**config.mk**
```make
export PLATFORM = sky130hd
export DESIGN_NAME = ring_buffer_deque_flat
export DESIGN_NICKNAME = d
export VERILOG_FILES = /design/src/rtl/rbd_pkg.sv /design/src/rtl/rbd_if.sv /design/src/rtl/ring_buffer_deque.sv /design/src/rtl/rbd_ctrl.sv /design/src/rtl/rbd_datapath.sv /design/src/flat_wrapper.sv
export SDC_FILE = /design/constraint.sdc
export NUM_CORES = 1
export LEC_CHECK = 0
export ABC_AREA = 1
export BUFFER_PORTS_ARGS = -buffer_cell sky130_fd_sc_hd__buf_4
export CORE_MARGIN = 3
export CORE_UTILIZATION = 65
export CTS_CLUSTER_DIAMETER = 100
export DETAILED_ROUTE_END_ITERATION = 12
export GPL_TIMING_DRIVEN = 0
export PLACE_DENSITY_LB_ADDON = 0.05
export SETUP_SLACK_MARGIN = 0.1
export SKIP_CTS_REPAIR_TIMING = 1
export SLEW_MARGIN = 10
export SYNTH_ARGS = -nofsm -noshare
export SYNTH_HDL_FRONTEND = slang
export SYNTH_SLANG_ARGS = --single-unit
```
**constraint.sdc**
```tcl
create_clock -name clk -period 10.9 [get_ports clk]
set_input_delay 0.545 -clock clk [delete_from_list [all_inputs] [get_ports clk]]
set_output_delay 0.545 -clock clk [all_outputs]
set_load 0.02 [all_outputs]
```
**src/rtl/rbd_pkg.sv**
```systemverilog
// shared types and constants for the ring buffer deque
// no dependencies
package rbd_pkg;

	localparam int CAPACITY_DEF = 16;
	localparam int VALUE_W      = 32;
	localparam int FILL_W       = 5;

	typedef enum logic [1:0] {
		OP_PUSH_BACK  = 2'd0,
		OP_PUSH_FRONT = 2'd1,
		OP_POP_FRONT  = 2'd2,
		OP_POP_BACK   = 2'd3
	} op_t;

	typedef enum logic [1:0] {
		STAT_DONE  = 2'd0,
		STAT_EMPTY = 2'd1,
		STAT_FULL  = 2'd2
	} status_t;

	typedef enum logic {
		ST_IDLE = 1'b0,
		ST_EXEC = 1'b1
	} state_t;

	// commands from controller to datapath
	typedef struct packed {
		logic start;
		logic load;
	} ctl_cmd_t;

endpackage

```
**src/rtl/rbd_if.sv**
```systemverilog
// request and response channel interfaces of the ring buffer deque
// depends on rbd_pkg
interface rbd_req_if;
	logic                             valid;
	logic                             ready;
	rbd_pkg::op_t                     operation;
	logic signed [rbd_pkg::VALUE_W-1:0] push_value;

	modport source (output valid, output operation, output push_value, input ready);
	modport sink   (input valid, input operation, input push_value, output ready);
endinterface

interface rbd_rsp_if;
	logic                               valid;
	logic                               ready;
	logic signed [rbd_pkg::VALUE_W-1:0] pop_value;
	rbd_pkg::status_t                   status;
	logic [rbd_pkg::FILL_W-1:0]         fill_count;

	modport source (output valid, output pop_value, output status, output fill_count,
		input ready);
	modport sink   (input valid, input pop_value, input status, input fill_count,
		output ready);
endinterface

```
**src/rtl/ring_buffer_deque.sv**
```systemverilog
// ring buffer deque top level: controller plus datapath behind valid/ready channels
// the request is registered into the read and status stage, then into the result register
// a new request is not taken while the previous one executes, because of the registered
//   read port of the element memory and the single-entry result register
// reset: arst_n clears indices, count and handshake state; the element memory is not
//   cleared, a pop only ever reads entries written by an earlier push
module ring_buffer_deque #(
	parameter int CAPACITY = rbd_pkg::CAPACITY_DEF
) (
	input logic   clk,
	input logic   arst_n,
	rbd_req_if.sink   req,
	rbd_rsp_if.source rsp
);
	import rbd_pkg::*;

	ctl_cmd_t cmd;

	// controller: accepts a request when idle and the result slot is free,
	// spends an execute state on the memory access, then loads the result register
	rbd_ctrl u_ctrl (
		.clk       (clk),
		.arst_n    (arst_n),
		.req_valid (req.valid),
		.req_ready (req.ready),
		.rsp_valid (rsp.valid),
		.rsp_ready (rsp.ready),
		.cmd       (cmd)
	);

	// datapath: front/back indices, element count, memory and result register
	rbd_datapath #(
		.CAPACITY (CAPACITY)
	) u_dp (
		.clk        (clk),
		.arst_n     (arst_n),
		.cmd        (cmd),
		.operation  (req.operation),
		.push_value (req.push_value),
		.pop_value  (rsp.pop_value),
		.status     (rsp.status),
		.fill_count (rsp.fill_count)
	);

	// a request is never taken on the cycle right after another
	a_no_back_to_back: assert property (@(posedge clk) disable iff (!arst_n)
		(req.valid && req.ready) |=> !req.ready)
		else $error("request accepted while previous one still executing");

	// every accepted request is followed by a valid result
	a_result_follows: assert property (@(posedge clk) disable iff (!arst_n)
		(req.valid && req.ready) |-> ##2 rsp.valid)
		else $error("result missing after accepted request");

	// rejected or failed operations return a zero value
	a_zero_on_error: assert property (@(posedge clk) disable iff (!arst_n)
		(rsp.valid && (rsp.status == STAT_FULL || rsp.status == STAT_EMPTY))
		|-> (rsp.pop_value == '0))
		else $error("non-zero value on failed operation");

endmodule

```
**src/rtl/rbd_ctrl.sv**
```systemverilog
// controller of the ring buffer deque: handshake and sequencing
// depends on rbd_pkg
module rbd_ctrl (
	input  logic              clk,
	input  logic              arst_n,
	input  logic              req_valid,
	output logic              req_ready,
	output logic              rsp_valid,
	input  logic              rsp_ready,
	output rbd_pkg::ctl_cmd_t cmd
);
	import rbd_pkg::*;

	state_t state_q, state_d;
	logic   rsp_valid_q;

	always_ff @(posedge clk or negedge arst_n) begin
		if (!arst_n) begin
			state_q <= ST_IDLE;
		end else begin
			state_q <= state_d;
		end
	end

	always_comb begin
		state_d   = state_q;
		req_ready = 1'b0;
		cmd       = '0;
		case (state_q)
			ST_IDLE: begin
				// output slot is free or frees up at this edge
				req_ready = !rsp_valid_q || rsp_ready;
				if (req_valid && req_ready) begin
					cmd.start = 1'b1;
					state_d   = ST_EXEC;
				end
			end
			ST_EXEC: begin
				cmd.load = 1'b1;
				state_d  = ST_IDLE;
			end
			default: begin
				state_d = ST_IDLE;
			end
		endcase
	end

	always_ff @(posedge clk or negedge arst_n) begin
		if (!arst_n) begin
			rsp_valid_q <= 1'b0;
		end else if (cmd.load) begin
			rsp_valid_q <= 1'b1;
		end else if (rsp_ready) begin
			rsp_valid_q <= 1'b0;
		end
	end

	assign rsp_valid = rsp_valid_q;

endmodule

```
**src/rtl/rbd_datapath.sv**
```systemverilog
// datapath of the ring buffer deque: indices, count, element memory, result register
// depends on rbd_pkg
module rbd_datapath #(
	parameter int CAPACITY = rbd_pkg::CAPACITY_DEF
) (
	input  logic                               clk,
	input  logic                               arst_n,
	input  rbd_pkg::ctl_cmd_t                  cmd,
	input  rbd_pkg::op_t                       operation,
	input  logic signed [rbd_pkg::VALUE_W-1:0] push_value,
	output logic signed [rbd_pkg::VALUE_W-1:0] pop_value,
	output rbd_pkg::status_t                   status,
	output logic [rbd_pkg::FILL_W-1:0]         fill_count
);
	import rbd_pkg::*;

	localparam int IW = (CAPACITY > 1) ? $clog2(CAPACITY) : 1;
	localparam int CW = $clog2(CAPACITY + 1);
	localparam logic [IW-1:0] LAST_IDX = IW'(CAPACITY - 1);
	localparam logic [CW-1:0] FULL_CNT = CW'(CAPACITY);

	logic [VALUE_W-1:0] mem [CAPACITY];

	logic [IW-1:0] front_q, back_q;
	logic [CW-1:0] count_q;

	logic [IW-1:0] front_nx, front_pv, back_nx, back_pv;
	logic          full, empty;
	logic          we, re;
	logic [IW-1:0] waddr, raddr;
	logic [IW-1:0] front_d, back_d;
	logic [CW-1:0] count_d;
	status_t       status_d;

	logic [VALUE_W-1:0] rdata_s1;
	logic               pop_ok_s1;
	status_t            status_s1;

	logic [VALUE_W-1:0]   pop_value_q;
	status_t              status_q;
	logic [FILL_W-1:0]    fill_q;
	logic [CW+FILL_W-1:0] count_ext;

	assign front_nx = (front_q == LAST_IDX) ? '0 : front_q + 1'b1;
	assign front_pv = (front_q == '0) ? LAST_IDX : front_q - 1'b1;
	assign back_nx  = (back_q == LAST_IDX) ? '0 : back_q + 1'b1;
	assign back_pv  = (back_q == '0) ? LAST_IDX : back_q - 1'b1;
	assign full     = (count_q == FULL_CNT);
	assign empty    = (count_q == '0);

	always_comb begin
		we       = 1'b0;
		re       = 1'b0;
		waddr    = back_q;
		raddr    = front_q;
		front_d  = front_q;
		back_d   = back_q;
		count_d  = count_q;
		status_d = STAT_DONE;
		case (operation)
			OP_PUSH_BACK: begin
				if (full) begin
					status_d = STAT_FULL;
				end else begin
					we      = 1'b1;
					waddr   = back_q;
					back_d  = back_nx;
					count_d = count_q + 1'b1;
				end
			end
			OP_PUSH_FRONT: begin
				if (full) begin
					status_d = STAT_FULL;
				end else begin
					we      = 1'b1;
					waddr   = front_pv;
					front_d = front_pv;
					count_d = count_q + 1'b1;
				end
			end
			OP_POP_FRONT: begin
				if (empty) begin
					status_d = STAT_EMPTY;
				end else begin
					re      = 1'b1;
					raddr   = front_q;
					front_d = front_nx;
					count_d = count_q - 1'b1;
				end
			end
			OP_POP_BACK: begin
				if (empty) begin
					status_d = STAT_EMPTY;
				end else begin
					re      = 1'b1;
					raddr   = back_pv;
					back_d  = back_pv;
					count_d = count_q - 1'b1;
				end
			end
			default: begin
				status_d = STAT_DONE;
			end
		endcase
	end

	always_ff @(posedge clk or negedge arst_n) begin
		if (!arst_n) begin
			front_q <= '0;
			back_q  <= '0;
			count_q <= '0;
		end else if (cmd.start) begin
			front_q <= front_d;
			back_q  <= back_d;
			count_q <= count_d;
		end
	end

	// element memory, one write and one registered read port
	always_ff @(posedge clk) begin
		if (cmd.start && we) begin
			mem[waddr] <= push_value;
		end
		if (cmd.start && re) begin
			rdata_s1 <= mem[raddr];
		end
	end

	always_ff @(posedge clk) begin
		if (cmd.start) begin
			pop_ok_s1 <= re;
			status_s1 <= status_d;
		end
	end

	assign count_ext = {{FILL_W{1'b0}}, count_q};

	always_ff @(posedge clk) begin
		if (cmd.load) begin
			pop_value_q <= pop_ok_s1 ? rdata_s1 : '0;
			status_q    <= status_s1;
			fill_q      <= count_ext[FILL_W-1:0];
		end
	end

	assign pop_value  = pop_value_q;
	assign status     = status_q;
	assign fill_count = fill_q;

endmodule

```
**src/flat_wrapper.sv**
```systemverilog
// flat-port wrapper written by rule: the top's interface ports become plain ports
module ring_buffer_deque_flat import rbd_pkg::*;
#(
	parameter int CAPACITY = rbd_pkg::CAPACITY_DEF
)
  (clk, arst_n, req_valid, req_operation, req_push_value, req_ready, rsp_valid, rsp_pop_value, rsp_status, rsp_fill_count, rsp_ready);
  rbd_req_if req_i ();
  rbd_rsp_if rsp_i ();
  input logic clk;
  input logic arst_n;
  input wire logic [$bits(req_i.valid)-1:0] req_valid;
  input wire logic [$bits(req_i.operation)-1:0] req_operation;
  input wire logic [$bits(req_i.push_value)-1:0] req_push_value;
  output wire logic [$bits(req_i.ready)-1:0] req_ready;
  output wire logic [$bits(rsp_i.valid)-1:0] rsp_valid;
  output wire logic [$bits(rsp_i.pop_value)-1:0] rsp_pop_value;
  output wire logic [$bits(rsp_i.status)-1:0] rsp_status;
  output wire logic [$bits(rsp_i.fill_count)-1:0] rsp_fill_count;
  input wire logic [$bits(rsp_i.ready)-1:0] rsp_ready;
  assign req_i.valid = req_valid;
  assign req_i.operation = req_operation;
  assign req_i.push_value = req_push_value;
  assign req_ready = req_i.ready;
  assign rsp_valid = rsp_i.valid;
  assign rsp_pop_value = rsp_i.pop_value;
  assign rsp_status = rsp_i.status;
  assign rsp_fill_count = rsp_i.fill_count;
  assign rsp_i.ready = rsp_ready;
  ring_buffer_deque #(.CAPACITY(CAPACITY)) u_core (.clk(clk), .arst_n(arst_n), .req(req_i), .rsp(rsp_i));
endmodule
```
==> impl_metrics.ini <==
[cts]
htree_levels = 2
cts_made_buffers = 59
clock_latency_ns = 0.63
path_clk_slew_ns = 0.07
cts_tree = done
cts_root_buf = clkbuf_16
cts_max_path_buffers = 3
clock-sinks = 601

[worst_setup_path]
reg2reg_depth = 7
rrSetupSlack_ns = 7.23
critPathArrivalTime_ns = 3.97
critPathKind = flip-flop to flip-flop
r2r_start = u_core.u_ctrl.state_q
critPathLaunchType = flip-flop
cp_top_family = simple AND/OR/NAND/NOR gates
rr_endpoint = u_core.u_dp.mem[10][17]
cpMaxStageDelayCell = nor2_4
crit_chain = buf_12, nor2_1, nand2_1, nor3_1, nand3_1, nor2_4, buf_16
worstPathRequired_ns = 11.20
timing.critical_path.to_type = flip-flop
crit_fanout = 21
critPathMaxStageDelay_ns = 0.78
path_buf_inv = 2

[synthesis]
yosys_warnings = 0
synth_top_area_frac = 0.674
synth_area_leaders = edfxtp_1 67%, nand3_1 9.5%, nand2_1 6.9%
ys_types = 31
synth-edff-count = 586
ys_seq_area_frac = 0.689
yosysTopAreaCell = edfxtp_1
async_reset_ff_frac = 0.0250
yosys_most_used_dff = edfxtp_1
avgSynthCellArea_um2 = 11.0
syn_area_um2 = 26100
syn-instance-count = 2375
ys_seq_elements = 601
syn-num-nets = 2421

[global_route]
antenna_found_initial = 2
use_met3 = 0.0841
globalRouteOverflowTotal = 0
globalRouteTotalUtil = 0.335
grt_max_degree = 22
grt_pass1_wl_um = 104000
grt_pass1_vias = 17049
grt_use_met2 = 0.530
grt_use_met1 = 0.454
top_usage_layer = met2

[pwr]
p_int_w = 0.00452
powerDensity_nw_per_um2 = 245
power.total_w = 0.00727
p_seq_frac = 0.382
ir_drop_mv = 0.219
power.clock.fraction = 0.260
p_leak_nw = 12.5
combPwrFrac = 0.357
netSwitchingPower_w = 0.00275
power_switching_share = 0.378

[timing]
tns_ns = 0
fin_worst_skew_ns = 0.0320
rsz0062_at_grt = no
hold_viol = 0
maxSlewHeadroom = 0.303
max_freq_mhz = 273
slew_viol_final = 0
worst_slack_ns = 7.23
fin_crit_ns = 3.67
setup_viol = 0
min_period_over_period = 0.337
tightestPinTransition_ns = 1.05

[min_path]
min_from = req_push_value[4]
min_path_type = input port to flip-flop
hold_depth = 1
hold_end = u_core.u_dp.mem[4][4]

[cells_and_area]
layout.nets = 2580
mostFrequentLayoutCell = edfxtp_1
layout_common_cells = 586 x edfxtp_1, 497 x nand3_1, 483 x nand2_1, 475 x inv_1, 110 x buf_4
drive_above_1_share = 0.121
area_growth_pct = 13.9

[place]
gp_congestion = 0.890
dp_hpwl_um = 45700
dp_slack_ns = 7.32
port_buffers = 77

[detailed_routing]
totalWireLength_um = 70700
wl_per_cell_um = 22.8
drcViolationCount = 0
drtIter0Drc = 2518
via_count = 18103
drt_pass1_iterations = 6
vias_per_cell = 5.84
antenna_left = 0

[floorplanning]
ioPinCount = 79
die_x_um = 206
die_h_um = 206
row_count = 72
start_util = 0.666
coreArea_um2 = 39200
dieArea_um2 = 42600

[run]
max-cap-violations = 0

[status]
status = completed
## kinds of logic after synthesis
kind of cell / synth area share
adder cells (fa/ha/maj): 0.00412
XOR/XNOR: 0.00369
flip-flops: 0.689
AO/OA/AOI/OAI: 0.00570
buffers and inverters: 0.0954
multiplexers: 0.000431
AND/OR/NAND/NOR: 0.202
## power by group through the flow
stage                     registers (W)  logic (W)  clock network (W)
after global routing            0.00279    0.00277            0.00199
after global placement          0.00283    0.00239                  0
after floorplan                 0.00284    0.00152                  0
after CTS                       0.00278    0.00253            0.00189
final                           0.00278    0.00260            0.00189
after detailed placement        0.00283    0.00251                  0
## how the worst max path moves through the flow
stage,start,endpoint,slack [ns],cells after the start
6_report,u_core.u_ctrl.state_q,u_core.u_dp.mem[10][17],7.23,7
5_1_grt,u_core.u_ctrl.state_q,u_core.u_dp.mem[10][17],7.07,7
4_1_cts,u_core.u_ctrl.state_q,u_core.u_dp.mem[10][17],7.28,7
3_5_place_dp,u_core.u_ctrl.state_q,u_core.u_dp.mem[10][16],7.32,7
3_3_place_gp,u_core.u_ctrl.state_q,u_core.u_dp.mem[11][18],4.85,5
2_1_floorplan,u_core.u_ctrl.state_q,u_core.u_dp.mem[8][0],7.06,5
## per-layer routing
metal | routed length, µm | share of wire | up-vias
met1 | 26300 | 0.37 | 8563
met5 | 54 | 0.00076 | -
met3 | 8810 | 0.12 | 195
li1 | - | - | 8168
met2 | 32700 | 0.46 | 1173
met4 | 2850 | 0.040 | 4
## registers in the layout (all words and copies together), names as in the netlist, 2 cells and up
| register | count |
|---|---|
| u_core.u_dp.front_q | 4 |
| u_core.u_dp.mem | 512 |
| u_core.u_dp.status_s1 | 2 |
| u_core.u_dp.status | 2 |
| u_core.u_dp.pop_value | 32 |
| u_core.u_dp.count_q | 5 |
| u_core.u_dp.fill_count | 5 |
| u_core.u_dp.rdata_s1 | 32 |
| u_core.u_dp.back_q | 4 |
## through the flow
| step | util | std cells | instance area (µm²) | hold slack [ns] |
|---|---|---|---|---|
| detailed placement | 0.713 | 2990 | 27900 | 0.406 |
| global placement | 0.697 | 2970 | 27300 | 0.402 |
| floorplan | - | 2375 | 26100 | 0.249 |
| finish | 0.759 | 3101 | 29700 | 0.223 |
| global route | 0.759 | 3100 | 29700 | 0.230 |
| CTS | 0.758 | 3099 | 29700 | -0.242 |
## final cells by class
| class | count | area [µm²] |
|---|---|---|
| sequential | 601 | 18000 |
| fill | 2502 | 9460 |
| multi-input combinational | 1173 | 5770 |
| inverter | 479 | 1800 |
| clock buffer | 80 | 1630 |
| timing repair buffer | 98 | 1080 |
| buffer | 122 | 689 |
| tap | 518 | 648 |
| clock inverter | 29 | 145 |
| antenna | 1 | 2.50 |
## synthesized netlist by cell type (2+ instances only)
| cell | instances |
|---|---|
| o21ai_0 | 19 |
| buf_2 | 74 |
| nand3_2 | 2 |
| buf_6 | 2 |
| inv_1 | 475 |
| xor2_1 | 7 |
| nand2_1 | 483 |
| o21ai_1 | 2 |
| nand2_2 | 3 |
| buf_4 | 33 |
| edfxtp_1 | 586 |
| nand3b_1 | 98 |
| nand3_1 | 497 |
| a21oi_1 | 7 |
| inv_2 | 3 |
| dfrtp_1 | 15 |
| nor3_1 | 2 |
| nor2_1 | 32 |
| xnor2_1 | 4 |
| nand2_4 | 2 |
| ha_1 | 7 |
| nor2_2 | 2 |
| buf_1 | 5 |
| clkbuf_1 | 8 |
(Power assumes the default switching activity.)
